<file path="src/sv/fnvlp_pkg.sv">
package fnvlp_pkg;

    localparam int SLOTS   = 64;
    localparam int MAX_KEY = 128;
    localparam int SLOT_W  = $clog2(SLOTS);
    localparam int KIDX_W  = $clog2(MAX_KEY);
    localparam int LEN_W   = KIDX_W + 1;

    localparam logic [31:0] FNV_BASIS = 32'h811c9dc5;
    localparam logic [31:0] FNV_PRIME = 32'h01000193;
    localparam logic [7:0]  COLON     = 8'h3a;
    localparam logic [7:0]  CASE_BIT  = 8'h20;

    localparam logic [1:0] MODE_INSERT = 2'd0;
    localparam logic [1:0] MODE_LOOKUP = 2'd1;
    localparam logic [1:0] MODE_CLEAR  = 2'd2;
    localparam logic [1:0] MODE_IGNORE = 2'd3;

    localparam logic [2:0] ST_FOUND    = 3'd0;
    localparam logic [2:0] ST_MISS     = 3'd1;
    localparam logic [2:0] ST_INSERTED = 3'd2;
    localparam logic [2:0] ST_BADKEY   = 3'd3;
    localparam logic [2:0] ST_FULL     = 3'd4;
    localparam logic [2:0] ST_CLEARED  = 3'd5;

    typedef struct packed {
        logic [1:0] mode;
        logic       part;
        logic [7:0] key_byte;
        logic       last;
        logic [7:0] entry_type;
    } in_t;

    typedef struct packed {
        logic [2:0]  status;
        logic [7:0]  found_type;
        logic [5:0]  slot_index;
        logic [31:0] name_hash;
    } out_t;

    typedef enum logic [3:0] {
        S_IDLE,
        S_PUSH,
        S_EVAL,
        S_PROBE_I,
        S_COPY,
        S_PROBE_L,
        S_CHK,
        S_BRD,
        S_BCMP,
        S_DONE
    } state_t;

endpackage

</file>
<file path="src/sv/fnvlp_hasher.sv">
module fnvlp_hasher (
    input  logic        aclk,
    input  logic        aresetn,
    input  logic        init,
    input  logic        push,
    input  logic [7:0]  data,
    output logic [31:0] hash
);

    logic [31:0] hash_reg;
    logic [31:0] hash_next;
    logic [31:0] mixed;

    assign mixed = hash_reg ^ {24'd0, data};

    always_comb begin
        hash_next = hash_reg;
        if (init) begin
            hash_next = fnvlp_pkg::FNV_BASIS;
        end else if (push) begin
            hash_next = mixed * fnvlp_pkg::FNV_PRIME;
        end
    end

    always_ff @(posedge aclk) begin
        if (!aresetn) begin
            hash_reg <= fnvlp_pkg::FNV_BASIS;
        end else begin
            hash_reg <= hash_next;
        end
    end

    assign hash = hash_reg;

endmodule

</file>
<file path="config.mk">
export PLATFORM = sky130hd
export DESIGN_NAME = fnvlp_hasher
export DESIGN_NICKNAME = d
export VERILOG_FILES = /design/src/sv/fnvlp_pkg.sv /design/src/sv/fnvlp_hasher.sv
export SDC_FILE = /design/constraint.sdc
export NUM_CORES = 1
export LEC_CHECK = 0
export ABC_AREA = 1
export BUFFER_PORTS_ARGS = -buffer_cell sky130_fd_sc_hd__buf_2
export CELL_PAD_IN_SITES_DETAIL_PLACEMENT = 0
export CELL_PAD_IN_SITES_GLOBAL_PLACEMENT = 1
export CORE_ASPECT_RATIO = 1.4
export CORE_UTILIZATION = 48
export CTS_BUF_LIST = sky130_fd_sc_hd__clkbuf_4
export CTS_CLUSTER_DIAMETER = 80
export CTS_CLUSTER_SIZE = 28
export DETAILED_ROUTE_END_ITERATION = 6
export GPL_TIMING_DRIVEN = 0
export PLACE_DENSITY = 0.94
export SLEW_MARGIN = 25
export SYNTH_ARGS = -nofsm -noshare
export SYNTH_HDL_FRONTEND = slang
export SYNTH_SLANG_ARGS = --single-unit
</file>
<file path="constraint.sdc">
create_clock -name aclk -period 6.3 [get_ports aclk]
set_clock_uncertainty 0.05 [all_clocks]
set_input_delay 0.945 -clock aclk [delete_from_list [all_inputs] [get_ports aclk]]
set_output_delay 0.945 -clock aclk [all_outputs]
set_load 0.005 [all_outputs]
</file>
Word level (Yosys, flattened, before mapping)
Index checks and enable logic that the tools add are counted.

storage, ports and cells
  input bits = 12
  ROM bits = 0
  word-level logic and storage cells = 5
  bits in latches = 0
  flip-flop bits (word level) = 32
  output and inout bits = 32
  memories kept = 0
  memory bits (writable) = 0

operators by class
  $add $sub $neg = 0
  div/mod/pow operators = 0
  $mul = 1
  mux-type cells = 0
  bitwise logic cells = 2
  equality and inequality tests = 0
  shift operators = 0
  $lt $le $gt $ge = 0
  reduce and logical (&&, ||, !) cells = 1

operator list
  cell                                                 number
  multiplier 32 x 25 -> 32 bit, second input constant  1
  XOR 32 x 8 -> 32 bit                                 1
  OR reduction 2 bit                                   1
  inverter 1 bit                                       1

Logic depth before layout (Yosys ltp)
Gate-level depths: netlist (run 1).

  word-level depth = 2
  mapped depth = 25
  gate-level depth less buffers = 25

Least setup slack after synthesis (run 1)
No wires, ideal clock.

  path type = input to register
  start = input data[2]
  end = register hash_reg[16], in the netlist hash[16]
  stages = 22
  arrival = 4.967 ns
  library setup time = 0.113 ns
  setup slack = 1.170 ns
  path through = xor2_1 > inv_1 > nor2_1 > nor2_1 > ha_1 > fa_1 > ha_1 > fa_1 > ha_1 > inv_1 > fa_1 > inv_1 > ha_1 > a21oi_1 > inv_1 > nor2_1 > nor2_1 > nor2_1 > nand2_1 > xor2_1 > o21ai_1 > inv_1

on the way
  longest elaborated chain between the ends = 2

RTL lines
  item                          RTL line            RTL
  start: declaration            fnvlp_hasher.sv:6   input logic [7:0] data,
  XOR 32 x 8 -> 32 bit          fnvlp_hasher.sv:14  assign mixed = hash_reg ^ {24'd0, data};
  multiplier 32 x 25 -> 32 bit  fnvlp_hasher.sv:21  hash_next = mixed * fnvlp_pkg::FNV_PRIME;
  end signal: assignment        fnvlp_hasher.sv:27  hash_reg <= fnvlp_pkg::FNV_BASIS;
  end signal: assignment        fnvlp_hasher.sv:29  hash_reg <= hash_next;
  end: declaration              fnvlp_hasher.sv:10  logic [31:0] hash_reg;

Every way passes these cells.
A chain may end at the register's enable or synchronous reset.

Worst setup path in the final report (run 1)
  start = input data[2]
  end = register hash_reg[31], in the netlist hash[31]

Same word-level chain as after synthesis.

==> metrics.cfg, run 1 <==
[worst_setup_path]
cp.required_ns=6.53
crit_path_max_fanout=5
crit_path_end_kind=register
regToRegSetupSlack_ns=0.82
crit_type=input port to register
start_kind=input port
critPathArrivalTime_ns=5.95
worstReg2RegStart=hash[2]
r2r_end=hash[31]
reg2reg_depth=22

[detailed_routing]
totalWireLength_mm=19.40
vias_per_cell=5.061
ant_nets=0
drc=0
wl_per_cell_microns=15.44
dr_wl_met3_microns=597
wl_met1_mm=7.883
drtIter0Drc=304
wl_met2_mm=10.04
vias=6362
dr.pass1.iters=5
routed.top_layer=met4

[yosys]
ys_warn_count=0
synth_area_sq_um=7652
synth-edff-count=0
ys_seq_area_share_pct=8.371
syn_avg_cell_area_sq_um=7.562
ys_ff_latch=32
synth_ff_type=dfxtp_1
synthCells=1012
synthArstFlopShare_pct=0
synthesis.nets=1282
yosysUniqueCellTypes=35

[layout]
antenna_cells=0
areaGrowthSynthToFinish_pct=6.540
seq_area_sq_um=640.6
fin_nets=1331
multi_input_area_sq_um=5838
fill_cells=1547
layout-drive-gt1-share_pct=9.237
largest_register_ff_count=32

[floorplan]
ioPinCount=44
coreArea_sq_um=15610
dieHeight_microns=151.4
die-width_microns=108.7
start_util_pct=49.03
rows=54
die_area_sq_um=16460

[timing]
tightest_slew_ns=0.8004
fin_setup_tns_ns=0
final_max_slew_viol_count=0
fin_crit_sh_pct=90.92
period_needed_ns=5.728
rsz0062_at_grt=false
hold_viol=0
slew-limit-headroom_pct=46.64
fmax_mhz=174.6
setup_violations=0

[cts]
cts_tree=built
hold_buffers=0
clockRootBuffer=clkbuf_4
clk_latency_ns=0.38
htreeDepth=2
cts_sinks=32
post_cts_resized=0
clkTransAtPathRegs_ns=0.12
cts_made_buffers=5
clockBufferDepth=2
postCtsSetupBuffers=0

[worst_hold_path]
whs_path_depth=2
hp-class=register to register
holdPathEnd=hash[3]
min_from=hash[3]

[grt]
grt_pass1_vias=6460
grt_pass1_wl_mm=31.35
antenna_found_initial=0
grt_start_max_net_pins=11
grt_usage_pct=25.56
grt_overflow=0

[placed_design]
hpwl_mm=16.64
portBuffers=42
gp_congestion=0.9975

[run_status]
status=complete, no violations

[job]
maxCapViolCount=0

==> area by class of cell <==
class,instances,area share [%]
sequential,32,7.858
inverter,249,11.46
buffer,34,2.931
clock inverter,2,0.09208
tap,196,3.008
multi-input combinational,697,71.61
timing repair buffer,42,2.578
clock buffer,5,0.4604
==> Yosys cell counts (2+ instances only) <==
| cell | instances | area (sq um) |
|---|---|---|
| inv_1 | 247 | 927.1 |
| ha_1 | 184 | 2302 |
| nand2_1 | 176 | 660.6 |
| nor2_1 | 75 | 281.5 |
| fa_1 | 74 | 1481 |
| a21oi_1 | 50 | 250.2 |
| nand3_1 | 43 | 215.2 |
| dfxtp_1 | 32 | 640.6 |
| buf_4 | 24 | 180.2 |
| o21ai_0 | 19 | 95.09 |
| xor2_1 | 16 | 140.1 |
| nand2_2 | 8 | 50.05 |
| nand4_1 | 7 | 43.79 |
| o21ai_1 | 7 | 35.03 |
| o21bai_1 | 7 | 52.55 |
| nor3_1 | 5 | 25.02 |
| nor2_2 | 4 | 25.02 |
| a21o_1 | 3 | 22.52 |
| buf_2 | 3 | 15.01 |
| clkbuf_1 | 3 | 11.26 |
| nand3_2 | 3 | 30.03 |
| nand3b_1 | 3 | 22.52 |
| o21a_1 | 3 | 22.52 |
| a21oi_2 | 2 | 17.52 |
| buf_1 | 2 | 7.510 |
| inv_2 | 2 | 7.510 |
| xnor2_1 | 2 | 17.52 |
==> kinds of logic (layout without fill, tap and decap cells) <==
kind of cell,after synthesis,count (layout),synth area share [%]
fa+ha+maj,258,258,49.44
simple gates,327,327,17.99
buf+inv,283,332,15.34
compound gates,94,94,6.802
flops,32,32,8.371
xor+xnor,18,18,2.060
==> per-stage QoR <==
stage               setup slack (ns)  instances  hold slack [ns]  area [sq um]  util, %
floorplan                      1.170       1012           0.4312          7652        -
global placement              0.2998       1250           0.4274          8108    51.95
detailed placement            0.2686       1250           0.4389          8108    51.95
CTS                           0.6621       1257           0.4577          8153    52.24
global route                  0.4964       1257           0.4741          8153    52.24
finish                        0.5723       1257           0.4590          8153    52.24
==> worst max-delay path: stages <==
cell and delay, ns:
buf_2 0.11, xor2_1 0.53, inv_1 0.08, nor2_1 0.26
nor2_1 0.08, ha_1 0.33, fa_1 0.44, ha_1 0.23
fa_1 0.48, ha_1 0.29, inv_1 0.05, fa_1 0.53
inv_1 0.04, ha_1 0.36, a21o_1 0.21, a21oi_1 0.28
nand3_1 0.26, nand2_1 0.13, nand2_1 0.10, inv_1 0.06
nand2_1 0.05, nand3_1 0.06, nand2_1 0.05
==> placed cells by master, fill, tap and decap left out, types with 3 or more instances in the layout <==
master | Yosys | layout
inv_1 | 247 | 247
ha_1 | 184 | 184
nand2_1 | 176 | 176
nor2_1 | 75 | 75
fa_1 | 74 | 74
a21oi_1 | 50 | 50
buf_2 | 3 | 45
nand3_1 | 43 | 43
dfxtp_1 | 32 | 32
buf_4 | 24 | 24
o21ai_0 | 19 | 19
xor2_1 | 16 | 16
nand2_2 | 8 | 8
o21ai_1 | 7 | 7
o21bai_1 | 7 | 7
nand4_1 | 7 | 7
nor3_1 | 5 | 5
clkbuf_4 | 0 | 5
nor2_2 | 4 | 4
clkbuf_1 | 3 | 3
o21a_1 | 3 | 3
nand3_2 | 3 | 3
a21o_1 | 3 | 3
nand3b_1 | 3 | 3
==> metal layers <==
metal	vias to the layer above	track usage (%)
met5	-	0
met4	0	11.49
met3	46	1.979
met2	154	48.70
met1	2942	28.34
li1	3220	-
==> worst max-delay path by stage <==
stage             from        to  slack [ns]
5_1_grt        data[2]  hash[28]        0.50
2_1_floorplan  data[2]  hash[16]        1.17
4_1_cts        data[2]  hash[31]        0.66
3_3_place_gp   data[2]  hash[31]        0.30
3_5_place_dp   data[2]  hash[31]        0.27
6_report       data[2]  hash[31]        0.57
Power of run 1 is left out: the tool's default activity adds up to more than one toggle a clock period on the data nets, which glitch-free logic cannot reach.
==> inputs of run 2 (changes only) <==
--- a/config.mk
+++ b/config.mk
@@ -10,13 +10,13 @@
 export CELL_PAD_IN_SITES_DETAIL_PLACEMENT = 0
 export CELL_PAD_IN_SITES_GLOBAL_PLACEMENT = 1
 export CORE_ASPECT_RATIO = 1.4
-export CORE_UTILIZATION = 48
+export CORE_UTILIZATION = 40
 export CTS_BUF_LIST = sky130_fd_sc_hd__clkbuf_4
 export CTS_CLUSTER_DIAMETER = 80
 export CTS_CLUSTER_SIZE = 28
 export DETAILED_ROUTE_END_ITERATION = 6
 export GPL_TIMING_DRIVEN = 0
-export PLACE_DENSITY = 0.94
+export PLACE_DENSITY = 0.82
 export SLEW_MARGIN = 25
 export SYNTH_ARGS = -nofsm -noshare
 export SYNTH_HDL_FRONTEND = slang
==> constraint.sdc (replaced) <==
create_clock -name aclk -period 6.3 [get_ports aclk]
set_clock_uncertainty 0.05 [all_clocks]
set_input_delay 0 -clock aclk [delete_from_list [all_inputs] [get_ports aclk]]
set_output_delay 0 -clock aclk [all_outputs]
set_load 0.005 [all_outputs]
==> run 2 against run 1 <==
Maximum frequency up 0.33%. Global-route usage down 3.9 points. Clock-buffer cell count up 2. Via count down 1.0%.
==> metrics.cfg, run 2 (synthesis results as in run 1) <==
[worst_setup_path]
cp.required_ns=6.52  ; about the same
cp.depth=23  ; unchanged
crit_path_max_fanout=5  ; unchanged
crit_buf_inv=5  ; unchanged
startpoint=hash[2]
cp_cell_sequence=xor2_1, inv_1, nor2_1, nor2_1, ha_1, fa_1, ha_1, fa_1, ha_1, inv_1, fa_1, inv_1, ha_1, a21oi_1, inv_1, nor2_1, nand3_1, nand2_1, nand3_1, nand2_1, nand3_1, nand2_1, inv_1
slowest_delay_ns=0.63  ; +0.10 ns
crit_type=register to register
reg2reg_depth=23  ; +4.5%
start_kind=register
crit_path_end_kind=register
cp_common_cell=inv_1
regToRegSetupSlack_ns=0.59  ; -0.23 ns
cp_slowest_cell=xor2_1
crit_family=adder cells
critPathArrivalTime_ns=5.93  ; -0.02 ns
endpoint=hash[28]
worstReg2RegStart=hash[2]
r2r_end=hash[28]

[cts]
clockRootBuffer=clkbuf_4
htreeDepth=2  ; unchanged
cts_sinks=32  ; unchanged
clkTransAtPathRegs_ns=0.13  ; about the same
post_cts_resized=0  ; unchanged
clockBufferDepth=2  ; unchanged
cts_made_buffers=5  ; unchanged
cts_tree=built
clk_latency_ns=0.37  ; about the same

[detailed_routing]
totalWireLength_mm=20.11  ; +3.6%
vias_per_cell=4.811  ; -5.0%
wl_per_cell_microns=15.36  ; -0.49%
vias=6297  ; -1.0%
ant_nets=0  ; unchanged
drtIter0Drc=209  ; -31%
drc=0  ; unchanged
dr.pass1.iters=4  ; -1

[timing]
period_needed_ns=5.709  ; -0.01886 ns
rsz0062_at_grt=false
slew-limit-headroom_pct=31.31  ; -15 points
tightest_slew_ns=1.027  ; +0.2265 ns
fmax_mhz=175.2  ; +0.33%
fin_setup_tns_ns=0  ; unchanged
hold_viol=0  ; unchanged
fin_crit_sh_pct=90.62  ; -0.30 points
final_max_slew_viol_count=0  ; unchanged
setup_violations=0  ; unchanged

[floorplan]
ioPinCount=44  ; unchanged
rows=59  ; +9.3%
die-width_microns=118.9  ; +9.4%
die_area_sq_um=19700  ; +20%
start_util_pct=40.97  ; -8.1 points
dieHeight_microns=165.7  ; +9.4%
coreArea_sq_um=18680  ; +20%

[placed_design]
portBuffers=42  ; unchanged
gp_congestion=0.9005  ; -9.7%
hpwl_mm=17.39  ; +4.5%

[layout]
layout_common_cells=inv_1 (247), ha_1 (184), nand2_1 (176), nor2_1 (75), fa_1 (74)
largest_register_ff_count=32  ; unchanged
layout-drive-gt1-share_pct=9.390  ; +0.15 points
fin_nets=1334  ; +0.23%
fill_cells=1927  ; +25%
areaGrowthSynthToFinish_pct=7.865
antenna_cells=0  ; unchanged
final_common_cell=inv_1

[worst_hold_path]
hp-class=input port to register

[grt]
antenna_found_initial=0  ; unchanged
grt_overflow=0  ; unchanged
grt_start_max_net_pins=11  ; unchanged
grt_pass1_vias=6506  ; +0.71%
grt_usage_pct=21.64  ; -3.9 points
grt_pass1_wl_mm=32.72  ; +4.4%

[run_status]
status=complete, no violations

[job]
maxCapViolCount=0  ; unchanged

run 2: repair_timing:
| action | in CTS | in global routing |
|---|---|---|
| setup endpoints to repair | 0 | 0 |
| endpoints found under the hold margin | 8 | 0 |
| setup buffers | 0 | 0 |
| hold buffers | 3 | 0 |
run 2: worst min-delay path: cells and delay by family:
| family | cells | cell delay (ns) |
|---|---|---|
| AND/OR/NAND/NOR | 2 | 0.16 |
| buffers and inverters | 1 | 0.08 |
| XOR/XNOR | 1 | 0.29 |
run 2: worst min-delay path by stage:
stage | to | cells after the start | startpoint | slack [ns]
after floorplan | hash[2] | 2 | init | 0.08
after global routing | hash[0] | 4 | data[0] | 0.16
after CTS | hash[0] | 4 | data[0] | 0.16
final | hash[0] | 4 | data[0] | 0.16
after detailed placement | hash[2] | 3 | init | 0.23
after global placement | hash[2] | 3 | init | 0.22
run 2: final cells by class:
class	instances	area, sq um	area share [%]
tap	244	305.3	3.699
sequential	32	640.6	7.761
buffer	34	239.0	2.895
clock inverter	1	3.754	0.04548
inverter	249	934.6	11.32
clock buffer	7	52.55	0.6367
multi-input combinational	697	5838	70.73
timing repair buffer	45	240.2	2.910
run 2: per-layer routing:
layer	up-vias	global-route usage [%]	wire, microns
met1	2921	23.53	7727
met4	0	9.961	909
li1	3224	-	-
met2	106	41.88	10930
met3	46	1.481	544
met5	-	0	0
run 2: through the flow:
step | utilization, % | instance area, sq um | hold WS (ns) | instances | worst slack (ns)
global route | 44.20 | 8254 | 0.1643 | 1309 | 0.3133
floorplan | - | 7652 | 0.08111 | 1012 | 1.707
detailed placement | 43.73 | 8168 | 0.2282 | 1298 | 0.6871
finish | 44.20 | 8254 | 0.1599 | 1309 | 0.5911
CTS | 44.20 | 8254 | 0.1611 | 1309 | 0.6289
global placement | 43.73 | 8168 | 0.2183 | 1298 | 0.6953
Power of run 2 is left out for the same reason.
==> inputs of run 3 (changes only) <==
--- a/config.mk
+++ b/config.mk
@@ -16,7 +16,7 @@
 export CTS_CLUSTER_SIZE = 28
 export DETAILED_ROUTE_END_ITERATION = 6
 export GPL_TIMING_DRIVEN = 0
-export PLACE_DENSITY = 0.82
+export PLACE_DENSITY_LB_ADDON = 0.12
 export SLEW_MARGIN = 25
 export SYNTH_ARGS = -nofsm -noshare
 export SYNTH_HDL_FRONTEND = slang
==> run 3 against run 2 <==
Global-route usage is 1.2 points higher. Maximum frequency grew 2.1%. Final cell count hardly changed. First-iteration DRC count is 21% lower. Register-to-register slack improved by 0.12 ns. Non-clock buffer count unchanged. Core utilization grew 0.14 points. Critical path depth is the same. Wire length up 3.5%. Worst hold slack lost 0.027 ns. Flip-flop and latch count did not move.
==> metrics.cfg, run 3 (synthesis results as in run 1) <==
[worst_setup_path]
crit_family=adder cells
r2r_end=hash[28]
worstReg2RegStart=hash[2]
start_kind=register
cp_slowest_cell=xor2_1
slowest_delay_ns=0.60  ; -0.03 ns
cp.required_ns=6.53  ; about the same
cp_cell_sequence=xor2_1, inv_1, nor2_1, nor2_1, ha_1, fa_1, ha_1, fa_1, ha_1, inv_1, fa_1, inv_1, ha_1, a21oi_1, inv_1, nor2_1, nand3_1, nand2_1, nand3_1, nand2_1, nand3_1, nand2_1, inv_1
regToRegSetupSlack_ns=0.71  ; +0.12 ns
crit_buf_inv=5  ; unchanged
crit_path_max_fanout=5  ; unchanged
reg2reg_depth=23  ; unchanged
crit_type=register to register
crit_path_end_kind=register
cp_common_cell=inv_1
cp.depth=23  ; unchanged
critPathArrivalTime_ns=5.82  ; -0.11 ns

[layout]
final_cells=1310  ; +0.076%
layout_common_cells=inv_1 (247), ha_1 (184), nand2_1 (176), nor2_1 (75), fa_1 (74)
largest_register_ff_count=32  ; unchanged
final_common_cell=inv_1
fin_nets=1334  ; unchanged
areaGrowthSynthToFinish_pct=8.208
layout-drive-gt1-share_pct=9.484  ; +0.094 points

[detailed_routing]
vias=6226  ; -1.1%
wl_per_cell_microns=15.89  ; +3.5%
ant_nets=0  ; unchanged
drc=0  ; unchanged
vias_per_cell=4.753  ; -1.2%
drtIter0Drc=166  ; -21%
totalWireLength_mm=20.82  ; +3.5%
dr.pass1.iters=4  ; unchanged

[worst_hold_path]
whs_path_depth=4  ; unchanged
min_from=data[0]
hp-class=input port to register
holdPathEnd=hash[0]

[floorplan]
dieHeight_microns=165.7  ; unchanged
start_util_pct=40.97  ; unchanged
coreArea_sq_um=18680  ; unchanged
die-width_microns=118.9  ; unchanged
ioPinCount=44  ; unchanged
rows=59  ; unchanged
die_area_sq_um=19700  ; unchanged

[placed_design]
place_inst=1298  ; unchanged
gp_congestion=0.8528  ; -5.3%
hpwl_mm=18.22  ; +4.8%
portBuffers=42  ; unchanged

[timing]
fmax_mhz=178.9  ; +2.1%
tightest_slew_ns=0.9680  ; -0.05888 ns
period_needed_ns=5.589  ; -0.1194 ns
fin_crit_sh_pct=88.72  ; -1.9 points
slew-limit-headroom_pct=35.25  ; +3.9 points
setup_violations=0  ; unchanged
timing.hold.ws_ns=0.1329  ; -0.02697 ns
rsz0062_at_grt=false
fin_setup_tns_ns=0  ; unchanged
hold_viol=0  ; unchanged
final_max_slew_viol_count=0  ; unchanged

[cts]
clk_latency_ns=0.37  ; about the same
post_cts_resized=0  ; unchanged
clockRootBuffer=clkbuf_4
clockBufferDepth=2  ; unchanged
cts_made_buffers=5  ; unchanged
cts_tree=built
htreeDepth=2  ; unchanged
clkTransAtPathRegs_ns=0.13  ; about the same
cts_sinks=32  ; unchanged

[grt]
antenna_found_initial=1  ; +1
grt_overflow=0  ; unchanged
grt_usage_pct=22.87  ; +1.2 points
grt_pass1_vias=6514  ; +0.12%
grt_pass1_wl_mm=34.31  ; +4.9%
grt_start_max_net_pins=11  ; unchanged

[job]
maxCapViolCount=0  ; unchanged

[run_status]
status=complete, no violations

==> run 3: per-layer routing <==
metal  up-vias  GRT usage [%]  part of all wire [%]
met5         -              0                     0
met4         0          6.990                   2.8
met3        28          1.377                   1.3
met2        58          44.60                    54
met1      2916          26.10                    41
li1       3224              -                     -
==> run 3: how the worst max path moves through the flow <==
stage	to	slack, ns	startpoint
2_1_floorplan	hash[16]	1.71	hash[2]
3_3_place_gp	hash[28]	0.74	hash[2]
3_5_place_dp	hash[28]	0.74	hash[2]
4_1_cts	hash[28]	0.69	hash[2]
5_1_grt	hash[28]	0.32	hash[2]
6_report	hash[28]	0.71	hash[2]
==> run 3: through the flow <==
stage	utilization [%]	setup slack [ns]	instance area, sq um
after floorplan	-	1.707	7652
after global placement	43.73	0.7440	8168
after detailed placement	43.73	0.7365	8168
after CTS	44.32	0.6872	8278
after global routing	44.34	0.3156	8280
final	44.34	0.7105	8280
==> run 3: area by class of cell <==
cell class,count,area [sq um]
diodes,1,2.502
plain buffers,34,239.0
clock buffers,6,45.04
clock inverters,2,35.03
fillers,2015,10400
inverters,249,934.6
multi-input cells,697,5838
flip-flops and latches,32,640.6
well taps,244,305.3
repair buffers,45,240.2
==> run 3: tightest hold or removal path: stages <==
cell     delay [ns]
buf_2          0.08
xor2_1         0.27
nand2_1        0.11
nand2_1        0.05
==> run 3: repair_timing <==
action | CTS | global route
hold buffers | 3 | 0
endpoints found under the hold margin | 8 | 0
setup buffers | 0 | 0
Power of run 3 is left out for the same reason.
